`config.mk`:
```
export PLATFORM = sky130hd
export DESIGN_NAME = depth_temporal_filter_hole_fill
export DESIGN_NICKNAME = d
export VERILOG_FILES = /design/src/design/dtfhf_pkg.sv /design/src/design/dtfhf_front.sv /design/src/design/dtfhf_fifo.sv /design/src/design/dtfhf_back.sv /design/src/design/depth_temporal_filter_hole_fill.sv
export SDC_FILE = /design/constraint.sdc
export NUM_CORES = 1
export LEC_CHECK = 0
export BUFFER_PORTS_ARGS = -buffer_cell sky130_fd_sc_hd__buf_2
export CAP_MARGIN = 5
export CORE_MARGIN = 5
export CORE_UTILIZATION = 55
export CTS_CLUSTER_SIZE = 20
export DETAILED_ROUTE_END_ITERATION = 8
export HOLD_SLACK_MARGIN = 0.1
export PLACE_DENSITY = 0.75
export SYNTH_ARGS = -nofsm -noshare
export SYNTH_HDL_FRONTEND = slang
export SYNTH_SLANG_ARGS = --single-unit
export TNS_END_PERCENT = 5
```
`constraint.sdc`:
```
create_clock -name clk_i -period 16.3 [get_ports clk_i]
set_input_delay 1.63 -clock clk_i [delete_from_list [all_inputs] [get_ports clk_i]]
set_output_delay 1.63 -clock clk_i [all_outputs]
set_load 0.005 [all_outputs]
```
`src/design/dtfhf_pkg.sv`:
```
// Shared types and constants for the depth temporal filter with hole fill.
// Used by every module of the block; depends on nothing else.
package dtfhf_pkg;

  localparam int unsigned GAP_LIMIT_MAX  = 63;
  localparam int unsigned WEIGHT_FULL    = 256;
  localparam int unsigned BLEND_RESET    = 192;
  localparam int unsigned GAP_RESET      = 16;
  localparam int unsigned FIFO_DEPTH_DEF = 4;

  typedef enum logic [0:0] {
    CFG_BLEND_WEIGHT = 1'b0,
    CFG_GAP_LIMIT    = 1'b1
  } cfg_idx_e;

  typedef struct packed {
    logic [15:0] raw_depth;
    logic [15:0] history_depth;
    logic        row_end;
  } in_t;

  typedef struct packed {
    logic [15:0] filled_depth;
    logic [15:0] new_history;
    logic        last_of_run;
    logic        row_done;
  } out_t;

  // Clamped configuration as the datapath sees it.
  typedef struct packed {
    logic [8:0] weight;
    logic [5:0] limit;
  } cfg_t;

  // One queued job: a run of holes (interpolated or zero) followed by the pixel.
  typedef struct packed {
    logic        interp;
    logic [5:0]  holes;
    logic [15:0] left;
    logic [15:0] value;
    logic        row_end;
  } cmd_t;

  typedef struct packed {
    logic full;
    logic empty;
  } fifo_stat_t;

  typedef struct packed {
    logic take;
    logic busy;
  } back_stat_t;

endpackage

```
`src/design/dtfhf_front.sv`:
```
// Front end: accepts pixels, does the temporal blend and tracks the zero runs.
// Pushes one job per result-producing pixel into the queue; uses dtfhf_pkg.
module dtfhf_front (
  input  logic                   clk_i,
  input  logic                   rst_ni,
  input  dtfhf_pkg::cfg_t        cfg_i,
  input  logic                   in_valid_i,
  input  dtfhf_pkg::in_t         in_data_i,
  output logic                   in_stall_o,
  input  dtfhf_pkg::fifo_stat_t  fifo_i,
  output logic                   push_o,
  output dtfhf_pkg::cmd_t        cmd_o
);

  logic        s1_valid_q;
  logic [24:0] p_raw_q, p_hist_q;
  logic [15:0] raw_q, hist_q;
  logic        row_end_q;

  logic [15:0] left_q, left_d;
  logic [5:0]  cnt_q, cnt_d;
  logic        unf_q, unf_d;

  logic [24:0] sum;
  logic [15:0] v;
  logic        emit;
  logic        advance;
  logic        accept;

  assign accept = in_valid_i && !in_stall_o;

  // The two products are registered; the add and the run logic follow.
  always_ff @(posedge clk_i) begin
    if (accept) begin
      p_raw_q   <= 25'(cfg_i.weight) * 25'(in_data_i.raw_depth);
      p_hist_q  <= 25'(9'(dtfhf_pkg::WEIGHT_FULL) - cfg_i.weight) *
                   25'(in_data_i.history_depth);
      raw_q     <= in_data_i.raw_depth;
      hist_q    <= in_data_i.history_depth;
      row_end_q <= in_data_i.row_end;
    end
  end

  assign sum = p_raw_q + p_hist_q;

  always_comb begin
    if (raw_q == 16'd0) begin
      v = hist_q;
    end else if (hist_q == 16'd0) begin
      v = raw_q;
    end else begin
      v = sum[23:8];
    end
  end

  always_comb begin
    emit          = 1'b1;
    left_d        = left_q;
    cnt_d         = cnt_q;
    unf_d         = unf_q;
    cmd_o.interp  = 1'b0;
    cmd_o.holes   = 6'd0;
    cmd_o.left    = left_q;
    cmd_o.value   = v;
    cmd_o.row_end = row_end_q;
    if (v != 16'd0) begin
      cmd_o.interp = 1'b1;
      cmd_o.holes  = cnt_q;
      left_d       = v;
      cnt_d        = 6'd0;
      unf_d        = 1'b0;
    end else if (left_q == 16'd0 || unf_q) begin
      cmd_o.holes = 6'd0;
    end else if (cnt_q < cfg_i.limit && !row_end_q) begin
      emit  = 1'b0;
      cnt_d = cnt_q + 6'd1;
    end else begin
      // The run is too long or hits the row end: flush it as zeros.
      cmd_o.holes = cnt_q;
      cnt_d       = 6'd0;
      if (!row_end_q) begin
        unf_d = 1'b1;
      end
    end
    if (row_end_q) begin
      left_d = 16'd0;
      cnt_d  = 6'd0;
      unf_d  = 1'b0;
    end
  end

  assign advance    = !emit || !fifo_i.full;
  assign in_stall_o = s1_valid_q && !advance;
  assign push_o     = s1_valid_q && emit && !fifo_i.full;

  always_ff @(posedge clk_i or negedge rst_ni) begin
    if (!rst_ni) begin
      s1_valid_q <= 1'b0;
      left_q     <= 16'd0;
      cnt_q      <= 6'd0;
      unf_q      <= 1'b0;
    end else begin
      s1_valid_q <= accept || (s1_valid_q && !advance);
      if (s1_valid_q && advance) begin
        left_q <= left_d;
        cnt_q  <= cnt_d;
        unf_q  <= unf_d;
      end
    end
  end

endmodule

```
`src/design/dtfhf_fifo.sv`:
```
// Short job queue between the front end and the back end.
// Holds dtfhf_pkg::cmd_t entries in registers; uses dtfhf_pkg.
module dtfhf_fifo #(
  parameter int unsigned DEPTH = dtfhf_pkg::FIFO_DEPTH_DEF
) (
  input  logic                  clk_i,
  input  logic                  rst_ni,
  input  logic                  push_i,
  input  dtfhf_pkg::cmd_t       data_i,
  input  logic                  pop_i,
  output dtfhf_pkg::cmd_t       data_o,
  output dtfhf_pkg::fifo_stat_t stat_o
);

  localparam int unsigned PTR_W = (DEPTH > 1) ? $clog2(DEPTH) : 1;
  localparam int unsigned CNT_W = $clog2(DEPTH + 1);

  dtfhf_pkg::cmd_t  mem_q [DEPTH];
  logic [PTR_W-1:0] wr_ptr_q, rd_ptr_q;
  logic [CNT_W-1:0] cnt_q;
  logic             do_push, do_pop;

  assign stat_o.full  = (cnt_q == CNT_W'(DEPTH));
  assign stat_o.empty = (cnt_q == '0);
  assign do_push      = push_i && !stat_o.full;
  assign do_pop       = pop_i && !stat_o.empty;
  assign data_o       = mem_q[rd_ptr_q];

  function automatic logic [PTR_W-1:0] wrap_inc(input logic [PTR_W-1:0] p);
    return (p == PTR_W'(DEPTH - 1)) ? '0 : p + PTR_W'(1);
  endfunction

  always_ff @(posedge clk_i) begin
    if (do_push) begin
      mem_q[wr_ptr_q] <= data_i;
    end
  end

  always_ff @(posedge clk_i or negedge rst_ni) begin
    if (!rst_ni) begin
      wr_ptr_q <= '0;
      rd_ptr_q <= '0;
      cnt_q    <= '0;
    end else begin
      if (do_push) begin
        wr_ptr_q <= wrap_inc(wr_ptr_q);
      end
      if (do_pop) begin
        rd_ptr_q <= wrap_inc(rd_ptr_q);
      end
      if (do_push && !do_pop) begin
        cnt_q <= cnt_q + CNT_W'(1);
      end else if (do_pop && !do_push) begin
        cnt_q <= cnt_q - CNT_W'(1);
      end
    end
  end

endmodule

```
`src/design/dtfhf_back.sv`:
```
// Back end: expands queued jobs into output pixels, interpolating hole runs.
// One serial divide per gap gives the step; uses dtfhf_pkg.
module dtfhf_back (
  input  logic                  clk_i,
  input  logic                  rst_ni,
  input  dtfhf_pkg::fifo_stat_t fifo_i,
  input  dtfhf_pkg::cmd_t       cmd_i,
  output dtfhf_pkg::back_stat_t stat_o,
  output logic                  out_valid_o,
  output dtfhf_pkg::out_t       out_data_o,
  input  logic                  out_stall_i
);

  localparam int unsigned DIV_STEPS = 16;

  typedef enum logic [3:0] {
    ST_IDLE = 4'b0001,
    ST_DIV  = 4'b0010,
    ST_FIX  = 4'b0100,
    ST_EMIT = 4'b1000
  } state_e;

  state_e          state_q;
  dtfhf_pkg::cmd_t cmd_q;
  logic [5:0]      holes_left_q;
  logic [3:0]      step_q;
  logic [15:0]     quot_q;
  logic [5:0]      rem_q;
  logic            neg_q;
  logic [17:0]     dq_q, q_q;
  logic [5:0]      dr_q, r_q;
  logic            out_valid_q;
  dtfhf_pkg::out_t out_q;

  logic       load, load_final, take;
  logic [6:0] trial;
  logic       ge;
  logic [6:0] rs;
  logic       wrap;

  assign load       = (state_q == ST_EMIT) && (!out_valid_q || !out_stall_i);
  assign load_final = load && (holes_left_q == 6'd0);
  assign take       = !fifo_i.empty && ((state_q == ST_IDLE) || load_final);

  assign stat_o.take = take;
  assign stat_o.busy = (state_q != ST_IDLE);

  // Restoring divide of |right - left| by the run length, one bit a cycle.
  assign trial = {rem_q, quot_q[15]};
  assign ge    = trial >= {1'b0, cmd_q.holes};

  // Hole k+1 from hole k: the numerator grows by the step, tracked as
  // quotient and remainder so no divide is needed per pixel.
  assign rs   = {1'b0, r_q} + {1'b0, dr_q};
  assign wrap = rs >= {1'b0, cmd_q.holes};

  always_ff @(posedge clk_i or negedge rst_ni) begin
    if (!rst_ni) begin
      state_q      <= ST_IDLE;
      holes_left_q <= 6'd0;
      step_q       <= 4'd0;
      out_valid_q  <= 1'b0;
    end else begin
      if (load) begin
        out_valid_q <= 1'b1;
      end else if (!out_stall_i) begin
        out_valid_q <= 1'b0;
      end
      if (take) begin
        holes_left_q <= cmd_i.holes;
        step_q       <= 4'd0;
        state_q      <= (cmd_i.interp && cmd_i.holes != 6'd0) ? ST_DIV : ST_EMIT;
      end else begin
        case (state_q)
          ST_IDLE: begin
            state_q <= ST_IDLE;
          end
          ST_DIV: begin
            step_q <= step_q + 4'd1;
            if (step_q == 4'(DIV_STEPS - 1)) begin
              state_q <= ST_FIX;
            end
          end
          ST_FIX: begin
            state_q <= ST_EMIT;
          end
          ST_EMIT: begin
            if (load) begin
              if (holes_left_q != 6'd0) begin
                holes_left_q <= holes_left_q - 6'd1;
              end else begin
                state_q <= ST_IDLE;
              end
            end
          end
          default: begin
            state_q <= ST_IDLE;
          end
        endcase
      end
    end
  end

  always_ff @(posedge clk_i) begin
    if (take) begin
      cmd_q <= cmd_i;
      q_q   <= {2'b00, cmd_i.left};
      r_q   <= 6'd0;
      rem_q <= 6'd0;
      neg_q <= cmd_i.value < cmd_i.left;
      if (cmd_i.value < cmd_i.left) begin
        quot_q <= cmd_i.left - cmd_i.value;
      end else begin
        quot_q <= cmd_i.value - cmd_i.left;
      end
    end
    if (state_q == ST_DIV) begin
      quot_q <= {quot_q[14:0], ge};
      rem_q  <= ge ? 6'(trial - {1'b0, cmd_q.holes}) : trial[5:0];
    end
    if (state_q == ST_FIX) begin
      // Step from quotient and remainder, with floor division for a negative step.
      if (!neg_q) begin
        dq_q <= {2'b00, quot_q};
        dr_q <= rem_q;
      end else if (rem_q == 6'd0) begin
        dq_q <= -{2'b00, quot_q};
        dr_q <= 6'd0;
      end else begin
        dq_q <= ~{2'b00, quot_q};
        dr_q <= cmd_q.holes - rem_q;
      end
    end
    if (load) begin
      out_q.new_history <= cmd_q.value;
      if (holes_left_q != 6'd0) begin
        out_q.filled_depth <= cmd_q.interp ? q_q[15:0] : 16'd0;
        out_q.last_of_run  <= 1'b0;
        out_q.row_done     <= 1'b0;
        q_q <= q_q + dq_q + {17'd0, wrap};
        r_q <= wrap ? 6'(rs - {1'b0, cmd_q.holes}) : rs[5:0];
      end else begin
        out_q.filled_depth <= cmd_q.value;
        out_q.last_of_run  <= 1'b1;
        out_q.row_done     <= cmd_q.row_end;
      end
    end
  end

  assign out_valid_o = out_valid_q;
  assign out_data_o  = out_q;

endmodule

```
`src/design/depth_temporal_filter_hole_fill.sv`:
```
// Top level of the depth temporal filter with hole fill: configuration
// registers, front end, job queue and back end. Uses dtfhf_pkg and its modules.
//
//   channel   direction  handshake                 payload
//   cfg       in         cfg_we_i                  cfg_idx_i, cfg_wdata_i
//   in        in         in_valid_i / in_stall_o   dtfhf_pkg::in_t
//   out       out        out_valid_o / out_stall_i dtfhf_pkg::out_t
//
// The front end takes one pixel per cycle while the queue has room; a pixel's
// products are registered before its job is pushed. The back end gives one
// result per cycle when emitting, unless stalled. A run of n interpolated
// holes first goes through the serial 16-bit divide and the step fixup, then
// n+1 results follow. Reset clears the run state, the queue and the output
// valid flag; a stalled output holds its result while the queue keeps filling.
module depth_temporal_filter_hole_fill #(
  parameter int unsigned FIFO_DEPTH = dtfhf_pkg::FIFO_DEPTH_DEF
) (
  input  logic            clk_i,
  input  logic            rst_ni,
  input  logic            cfg_we_i,
  input  logic [0:0]      cfg_idx_i,
  input  logic [8:0]      cfg_wdata_i,
  input  logic            in_valid_i,
  input  dtfhf_pkg::in_t  in_data_i,
  output logic            in_stall_o,
  output logic            out_valid_o,
  output dtfhf_pkg::out_t out_data_o,
  input  logic            out_stall_i
);

  logic [8:0] blend_weight_q;
  logic [5:0] gap_limit_q;

  dtfhf_pkg::cfg_t       cfg;
  dtfhf_pkg::cmd_t       push_cmd, pop_cmd;
  dtfhf_pkg::fifo_stat_t fifo_stat;
  dtfhf_pkg::back_stat_t back_stat;
  logic                  push;

  always_ff @(posedge clk_i or negedge rst_ni) begin
    if (!rst_ni) begin
      blend_weight_q <= 9'(dtfhf_pkg::BLEND_RESET);
      gap_limit_q    <= 6'(dtfhf_pkg::GAP_RESET);
    end else if (cfg_we_i) begin
      case (dtfhf_pkg::cfg_idx_e'(cfg_idx_i))
        dtfhf_pkg::CFG_BLEND_WEIGHT: blend_weight_q <= cfg_wdata_i;
        dtfhf_pkg::CFG_GAP_LIMIT:    gap_limit_q    <= cfg_wdata_i[5:0];
        default: begin
          blend_weight_q <= blend_weight_q;
        end
      endcase
    end
  end

  assign cfg.weight = (blend_weight_q > 9'(dtfhf_pkg::WEIGHT_FULL)) ?
                      9'(dtfhf_pkg::WEIGHT_FULL) : blend_weight_q;
  assign cfg.limit  = (gap_limit_q > 6'(dtfhf_pkg::GAP_LIMIT_MAX)) ?
                      6'(dtfhf_pkg::GAP_LIMIT_MAX) : gap_limit_q;

  dtfhf_front u_front (
    .clk_i      (clk_i),
    .rst_ni     (rst_ni),
    .cfg_i      (cfg),
    .in_valid_i (in_valid_i),
    .in_data_i  (in_data_i),
    .in_stall_o (in_stall_o),
    .fifo_i     (fifo_stat),
    .push_o     (push),
    .cmd_o      (push_cmd)
  );

  dtfhf_fifo #(
    .DEPTH (FIFO_DEPTH)
  ) u_fifo (
    .clk_i  (clk_i),
    .rst_ni (rst_ni),
    .push_i (push),
    .data_i (push_cmd),
    .pop_i  (back_stat.take),
    .data_o (pop_cmd),
    .stat_o (fifo_stat)
  );

  dtfhf_back u_back (
    .clk_i       (clk_i),
    .rst_ni      (rst_ni),
    .fifo_i      (fifo_stat),
    .cmd_i       (pop_cmd),
    .stat_o      (back_stat),
    .out_valid_o (out_valid_o),
    .out_data_o  (out_data_o),
    .out_stall_i (out_stall_i)
  );

  // The front end never pushes into a full queue.
  a_no_overflow: assert property (@(posedge clk_i) disable iff (!rst_ni)
    push |-> !fifo_stat.full)
    else $error("job pushed into a full queue");

  // The back end only takes a job that is there.
  a_no_underflow: assert property (@(posedge clk_i) disable iff (!rst_ni)
    back_stat.take |-> !fifo_stat.empty)
    else $error("job taken from an empty queue");

  // An idle back end picks up a waiting job at once.
  a_idle_takes: assert property (@(posedge clk_i) disable iff (!rst_ni)
    (!fifo_stat.empty && !back_stat.busy) |-> back_stat.take)
    else $error("idle back end left a queued job waiting");

  // A job taken by an idle back end makes it busy in the next cycle.
  a_take_busy: assert property (@(posedge clk_i) disable iff (!rst_ni)
    (back_stat.take && !back_stat.busy) |=> back_stat.busy)
    else $error("back end did not start on a taken job");

endmodule

```
; ---- Yosys cells after proc, flatten, opt, wreduce, memory -nomap -nowiden
; Memories as Yosys holds them, arrays and structs flattened.
; Index checks and enable logic that the tools add are counted.
[classes]
n_mux = 61
multipliers = 2
order_cmp = 6
n_bitwise = 2
shift = 0
add_sub_neg = 18
n_eq_ne = 14
n_reduce_logical = 51
div = 0
[op_table]
columns = operator, count
row1 = 2-to-1 mux 16 bit, 10
row2 = 2-to-1 mux 6 bit, 21
row3 = 2-to-1 mux 18 bit, 4
row4 = zero test 16 bit, 3
row5 = subtractor 16 bit, 2
row6 = 2-to-1 mux 4 bit, 7
row7 = multiplier 25 x 16 -> 24 bit, 1
row8 = adder 24 bit, 1
row9 = multiplier 9 x 16 -> 24 bit, 1
row10 = adder 18 x 1 -> 18 bit, 1
row11 = adder 18 bit, 1
row12 = negator 16 -> 18 bit, 1
row13 = inverter 16 -> 18 bit, 1
row14 = subtractor 6 bit, 3
row15 = less-than comparator 16 bit, 1
row16 = nonzero test 16 bit, 1
row17 = >= comparator 7 x 6 -> 1 bit, 2
row18 = logical AND 1 bit, 14
row19 = zero test 6 bit, 2
row20 = 2-to-1 mux 1 bit, 12
row21 = one-hot mux 4 bit (3 select lines), 1
row22 = nonzero test 2 bit, 6
row23 = nonzero test 6 bit, 2
row24 = zero test 1 bit, 10
row25 = 29 further kinds, 46
[word_totals]
output_inout_bits = 36
ff_bits = 271
inputBits = 48
wordCells = 189
mem_bits_ro = 0
latchBits = 0
mem_count = 1
ram_bits = 160
[memory_table]
columns = name, depth, width, read_ports, rd_clocked_by_memory_dff, wr, line
row1 = u_fifo.mem_q, 4, 40, 1, 0, 1, dtfhf_fifo.sv:18  ; dtfhf_pkg::cmd_t mem_q [DEPTH];

; ---- Logic depth before layout (Yosys ltp)
; Gate-level depths: netlist (run 1).
[depth]
depth_word = 14
ltp_mapped = 31

; ---- Hierarchy
; Synthesis (run 1) repeated with hierarchy kept, for this count alone.
[hier_totals]
hier_cells = 2743
area_unflattened_um2 = 30470.5
[modules_own_cells]
columns = mod, n_inst, area_each_um2, cells_per_inst
row1 = dtfhf_front, 1, 14734.1, 1560
row2 = dtfhf_back, 1, 8879.8, 888
row3 = dtfhf_fifo, 1, 6211.0, 247
row4 = depth_temporal_filter_hole_fill, 1, 645.6, 48

; ---- Least setup slack after synthesis (run 1)
; OpenSTA, ideal clock, no wires.
[synth_path]
path_type = reg-to-reg
startpoint = register blend_weight_q[8]
endpoint = register u_front.p_hist_q[23], data pin
path_buffers = 3
required_ps = 16040
arrival_ps = 6802
setup_slack_ps = 9238
stages_incl_launch_ff = 30
period_less_slack_ps = 7062
setup_time_ps = 260
cell_sequence = dfrtp_1 > nor2b_1 > clkbuf_1 > buf_1 > inv_1 > ha_1 > nand2_1 > or3_1 > xor2_1 > clkbuf_1 > nand2_1 > fa_1 > fa_1 > inv_1 > ha_1 > inv_1 > fa_1 > fa_1 > inv_1 > fa_1 > ha_1 > a21oi_1 > o21bai_1 > a21oi_1 > o211a_1 > a211oi_1 > o31ai_1 > o21bai_1 > a21oi_1 > xnor2_1
[synth_between]
elab_chain_cells = 4
[synth_rtl]
columns = element, line
row1 = "start, declared", depth_temporal_filter_hole_fill.sv:31  ; logic [8:0] blend_weight_q;
row2 = "start signal, assigned", depth_temporal_filter_hole_fill.sv:42  ; blend_weight_q <= 9'(dtfhf_pkg::BLEND_RESET);
row3 = "start signal, assigned", depth_temporal_filter_hole_fill.sv:46  ; dtfhf_pkg::CFG_BLEND_WEIGHT: blend_weight_q <= cfg_wdata_i;
row4 = "start signal, assigned", depth_temporal_filter_hole_fill.sv:49  ; blend_weight_q <= blend_weight_q;
row5 = greater-than comparator 9 bit, depth_temporal_filter_hole_fill.sv:55  ; assign cfg.weight = (blend_weight_q > 9'(dtfhf_pkg::WEIGHT_FULL)) ?
row6 = 2-to-1 mux 9 bit (*), depth_temporal_filter_hole_fill.sv:55
row7 = subtractor 9 x 9 -> 10 bit (*), dtfhf_front.sv:36  ; p_hist_q <= 25'(9'(dtfhf_pkg::WEIGHT_FULL) - cfg_i.weight) *
row8 = multiplier 25 x 16 -> 24 bit (*), dtfhf_front.sv:36
row9 = "end signal, assigned", dtfhf_front.sv:36
row10 = "end, declared", dtfhf_front.sv:16  ; logic [24:0] p_raw_q, p_hist_q;
; Every way passes the cells marked *; elsewhere a longest branch is shown, timed or not.
; A chain may end at the register's enable or synchronous reset.

; ---- Worst setup path after layout (run 1)
; Ends and elaborated chain as after synthesis.

==> results.md, run 1 <==
- Clock buffer count from CTS: 47
- Drt drc: 0
- Hold Startpoint: u_back.cmd_q[4]
- Post-synthesis cell type count: 79
- Simple-gate share of the synthesized area: 12.1%
- Layout Utilization: 60.8%
- CP max-delay cell: dfrtp_1
- Drt total wl: 70,400 um
- Mapped cell area: 31,200 um^2
- Post-CTS setup buffer count: 0
- CP required: 16,610 ps
- CTS-repair resized insts: 0
- Initial Util: 55.4%
- DR vias/cell: 5.61
- 1st-iter DRT viols: 1,333
- Maximum fanout along the worst path: 35
- Latest clock arrival within the worst-skew pair: 580 ps
- Yosys top cell by area: edfxtp_1
- CTS tree: built
- Post-synthesis register bit count: 427
- Startpoint Class: register
- Final setup fails: 0
- Sequential area share after synthesis: 39.5%
- Class of the worst hold path: register to register
- Ports: 84
- Synth Area in Compound Gates: 8.54%
- First-pass GRT wire length: 115,000 um
- Status: complete, no violations
- Syn Inst Count: 2,853
- Die H: 248 um
- Pre-CTS setup slack: 8010 ps
- Reg area: 12,300 um^2
- Syn avg cell area: 10.9 um^2
- Bufs and invs on worst path: 3
- Layout cell share with drive strength beyond 1: 9.49%
- Clock skew: 29.2 ps
- Clock tree buffer depth: 3
- RD Place Congestion: 0.973
- MaxCap Viol Count: 0
- WL/cell: 18.8 um
- Floorplan core area: 56,300 um^2
- Via count: 21.0k
- Min Tclk post-route: 8260 ps
- Rel. slew slack: 21.9%
- Path depth of the worst reg2reg path: 24
- Adder-cell area share of the yosys netlist: 25.4%
- Synth Warn #: 0
- Detail Placement HPWL: 53,400 um
- Hold worst-path end: u_back.out_data_o[5]
- Worst slew pin tran: 1170 ps
- Worst r2r dst: u_front.p_hist_q[23]
- Asr flop ratio synth: 14.3%
- Share of the synthesized area in the top cell type: 33.1%
- WS Path Type: register to register
- CP peak stage delay: 980 ps
- Die area: 61,500 um^2
- Design Area, Final: 34,200 um^2
- Largest family of logic cells by synthesized area: adder cells
- Post-route ant nets: 0
- RSZ-0062 raised after global routing: false
- Hold Violations, Final: 0
- Synth top area cells: edfxtp_1 33%, fa_1 17%, ha_1 8.5%
- Number of fill cells: 4,504
- GRT Total Usage: 23.4%
- Area after DPL: 32,500 um^2
- Count leader, synth: inv_1
- Most frequent cells after synthesis: 437 x inv_1, 344 x edfxtp_1, 333 x nand2_1
- WP data arrival: 8570 ps
- Setup slack, reg-to-reg: 8040 ps
- CTS sink count: 427
- Site Rows: 87
- Fmax: 121 MHz
- H-tree depth: 2
- XOR/XNOR Fraction of Synth Area: 3.60%
- Root Buffer: clkbuf_16
- Crit-path cells: nor2b_2 -> buf_4 -> inv_1 -> ha_1 -> nand2_1 -> or3_1 -> nor4_1 -> a21o_1 -> nand2_1 -> fa_1 -> fa_1 -> fa_1 -> fa_1 -> fa_1 -> fa_1 -> inv_1 -> ha_1 -> or2_2 -> a21oi_1 -> a211oi_1 -> o31ai_1 -> o21bai_1 -> a21oi_1 -> xnor2_1
- I/O Buffers: 83
- Largest delay contributor family on the critical path: adder cells
- PnR worst setup slack: 8040 ps
- Post-synth EDFFs: 344
- Crit share post-route: 50.7%
- Vias in the first global route: 22.0k
- Fin. max-slew vios: 0
- Most used flip-flop cell after synthesis: edfxtp_1
- CTS Hold Bufs: 0
- Hold path cells: 0
- RR Startpoint: blend_weight_q[8]
- GRT Residual Overflow: 0
- Clock Pin Slew Worst Setup and Hold Paths: 60 ps
- Fin nets: 3,469
- Multi-input logic area: 17,000 um^2
- Area growth syn-to-layout: 9.78%
- Length of the first detailed-routing pass in iterations: 5
- Initial antenna violation count: 0
- Pin count of the biggest net entering global routing: 70
- Mux contribution to synthesized area: 4.31%
- Die extent in x: 248 um
- Critical Path Most Common Cell: fa_1
- Worst setup EP type: register
- Setup TNS: 0 ps
==> cells by family (layout without fill, tap and decap cells) <==
group,count (synthesis),count (layout)
DFF,427,427
and+or+nand+nor,785,785
other,2,39
AOI/OAI and AO/OA,412,412
buffers and inverters,542,636
xor gates and xnor gates,128,128
muxes,82,82
adders and majority gates,475,475
==> metal layers <==
layer | global-route usage [%] | vias to the layer above | routed length [um]
met5 | 0 | - | 0
met4 | 7.33 | 0 | 2410
met3 | 2.61 | 152 | 2800
met2 | 43.0 | 550 | 37100
met1 | 29.0 | 10500 | 28200
li1 | - | 9746 | -
==> flip-flops by register name (all words and copies together) (netlist names), 9 cells and up <==
register           count
blend_weight_q         9
u_front.p_raw_q       24
u_front.left_q        16
u_front.p_hist_q      24
u_back.cmd_q          24
u_back.dq_q           16
u_fifo.mem_q         160
u_back.q_q            16
u_front.raw_q         16
u_back.out_data_o     34
u_front.hist_q        16
u_back.quot_q         16
==> worst register-to-register path, cell delays in order (launching register included) <==
cell	delay, ps
dfrtp_1	980
nor2b_2	80
buf_4	290
inv_1	120
ha_1	180
nand2_1	120
or3_1	430
nor4_1	270
a21o_1	540
nand2_1	200
fa_1	560
fa_1	440
fa_1	510
fa_1	460
fa_1	490
fa_1	490
inv_1	40
ha_1	310
or2_2	300
a21oi_1	230
a211oi_1	110
o31ai_1	460
o21bai_1	110
a21oi_1	200
xnor2_1	80
==> how the worst max path moves through the flow <==
| stage | from | cells after the start | to |
|---|---|---|---|
| 3_3_place_gp | blend_weight_q[8] | 27 | u_front.p_hist_q[23] |
| 6_report | blend_weight_q[8] | 24 | u_front.p_hist_q[23] |
| 5_1_grt | blend_weight_q[8] | 24 | u_front.p_hist_q[23] |
| 3_5_place_dp | blend_weight_q[8] | 24 | u_front.p_hist_q[23] |
| 4_1_cts | blend_weight_q[8] | 24 | u_front.p_hist_q[23] |
| 2_1_floorplan | blend_weight_q[8] | 29 | u_front.p_hist_q[23] |
==> layout by cell type (no fill, tap or decap), drive strengths merged, types with 100 or more instances in the layout <==
cell type    n
inv        441
edfxtp     344
nand2      333
fa         263
ha         212
and2       136
nor2       117
buf        112
o21ai      108
a21oi      100
==> stage by stage <==
step | std cells | hold slack, ps
after floorplan | 2889 | 426
after global placement | 3653 | 442
after detailed placement | 3653 | 441
after CTS | 3739 | 455
after global routing | 3739 | 469
final | 3740 | 454
==> area by class of cell <==
| type | count | share of cell area [%] |
|---|---|---|
| flip-flops and latches | 427 | 36.0 |
| clock buffers | 58 | 3.68 |
| repair buffers | 112 | 1.85 |
| diodes | 1 | 0.00732 |
| clock inverters | 28 | 1.20 |
| inverters | 438 | 4.81 |
| well taps | 756 | 2.77 |
| multi-input cells | 1920 | 49.7 |
Power of run 1 is left out: the tool's default activity adds up to more than one toggle a clock period on the data nets, which glitch-free logic cannot reach.
==> run 2: changes to the inputs <==
- clock period: 16.3 -> 8.6 ns (I/O delays scaled with it)
==> run 2 against run 1 <==
First-iteration DRC count down 2.3%. Global-route usage up 0.16 points. Cell area down 0.57%. Core utilization down 0.34 points. Worst setup slack worse by 7100 ps. Fmax up 8.4%. Clock skew down 12 ps. Register-to-register slack worse by 7100 ps. Critical path type unchanged. Critical endpoint unchanged.
==> results.md, run 2 (synthesis gave the netlist of run 1 again) <==
- 1st-iter DRT viols: 1,302
- GRT Residual Overflow: 0
- Post-CTS setup buffer count: 0
- Worst setup EP type: register
- Worst slew pin tran: 1110 ps
- Final setup fails: 0
- GRT Total Usage: 23.5%
- Fin nets: 3,472
- Die area: 61,500 um^2
- Clock buffer count from CTS: 45
- Rel. slew slack: 26.2%
- Min Tclk post-route: 7620 ps
- Hold Violations, Final: 0
- Fin. max-slew vios: 0
- Drt total wl: 71,300 um
- Startpoint Class: register
- Post-route ant nets: 0
- Top reg by flops: u_fifo.mem_q
- MaxCap Viol Count: 0
- Status: complete, no violations
- H-tree depth: 2
- CP required: 8920 ps
- Pin count of the biggest net entering global routing: 82
- RD Place Congestion: 0.915
- Clock Pin Slew Worst Setup and Hold Paths: 60 ps
- Layout Utilization: 60.4%
- Site Rows: 87
- Crit share post-route: 88.6%
- Root Buffer: clkbuf_16
- WP data arrival: 7940 ps
- Ports: 84
- DR vias/cell: 5.64
- WL/cell: 19.0 um
- Max reg flops: 160
- Most common cell after layout, fill and taps aside: inv_1
- CTS Hold Bufs: 0
- Fmax: 131 MHz
- Most frequent cells in the layout: 436 x inv_1, 344 x edfxtp_1, 333 x nand2_1
- RSZ-0062 raised after global routing: false
- Initial Util: 55.4%
- Die H: 248 um
- First-pass GRT wire length: 115,000 um
- I/O Buffers: 83
- CTS sink count: 427
- WS Path Type: register to register
- Latest clock arrival within the worst-skew pair: 580 ps
- CTS-repair resized insts: 0
- Area growth syn-to-layout: 9.15%
- Vias in the first global route: 22.4k
- Via count: 21.1k
- Initial antenna violation count: 1
- Detail Placement HPWL: 53,400 um
- Die extent in x: 248 um
- Class of the worst hold path: input port to asynchronous set/reset pin
- Diode count: 0
- Setup TNS: 0 ps
- Layout cell share with drive strength beyond 1: 9.44%
- Clock tree buffer depth: 3
- Maximum fanout along the worst path: 25
- Floorplan core area: 56,300 um^2
- Drt drc: 0
- Clock skew: 17.6 ps
- Length of the first detailed-routing pass in iterations: 8
- CTS tree: built
run 2: cell count changes in the layout (fill, tap and decap cells not counted), sizes merged:
cell,before,now
bufinv,10,3
buf,112,117
clkinvlp,1,5
clkinv,14,16
clkbuf,58,57
diode,1,0
run 2: cell type report:
type                    count  area (um^2)
clock inverters            27          253
inverters                 438         1640
well taps                 756          946
fillers                  4494        22300
clock buffers              57         1200
multi-input cells        1920        17000
repair buffers            117          671
flip-flops and latches    427        12300
run 2: path summary, 6_finish.rpt:
path                                   start               endpoint  slack, ps  cells past startpoint
setup / recovery           blend_weight_q[8]   u_front.p_hist_q[23]        980                     25
hold / removal                        rst_ni      u_back.state_q[3]        440                      2
min in group clk_i          u_back.cmd_q[14]  u_back.out_data_o[15]        460                      0
max in group asynchronous             rst_ni     u_fifo.rd_ptr_q[0]       7580                      2
hold reg to reg             u_back.cmd_q[14]  u_back.out_data_o[15]        460                      0
setup reg to reg           blend_weight_q[8]   u_front.p_hist_q[23]        980                     25
run 2: per-stage QoR:
step | setup WS (ps) | instances | hold slack, ps | area, um^2
floorplan | 1540 | 2889 | 426 | 31300
global placement | 1200 | 3658 | 440 | 32600
detailed placement | 999 | 3658 | 454 | 32600
CTS | 982 | 3742 | 439 | 34000
global route | 531 | 3742 | 445 | 34000
finish | 978 | 3742 | 443 | 34000
run 2: per-layer routing:
metal	track usage [%]	vias up	share of wire [%]
met5	0	-	0.017
met2	43.4	642	52
met4	10.1	2	4.7
met3	2.63	217	4.2
li1	-	9733	-
met1	27.9	10500	39
run 2: worst max-delay path, cell delays in order (launching register included):
cell and delay, ps:
dfrtp_1 370, buf_4 310, nor2b_1 80, buf_4 210, inv_1 70, ha_1 170, nand2_1 100, or3_1 420
nor4_1 230, a21o_1 570, nand2_1 170, fa_1 500, fa_1 420, fa_1 530, fa_1 570, fa_1 430
fa_1 490, inv_1 40, ha_1 310, or2_2 300, a21oi_1 200, a211oi_1 100, o31ai_1 390, o21bai_1 100
a21oi_1 180, xnor2_1 80
Power of run 2 is left out for the same reason.
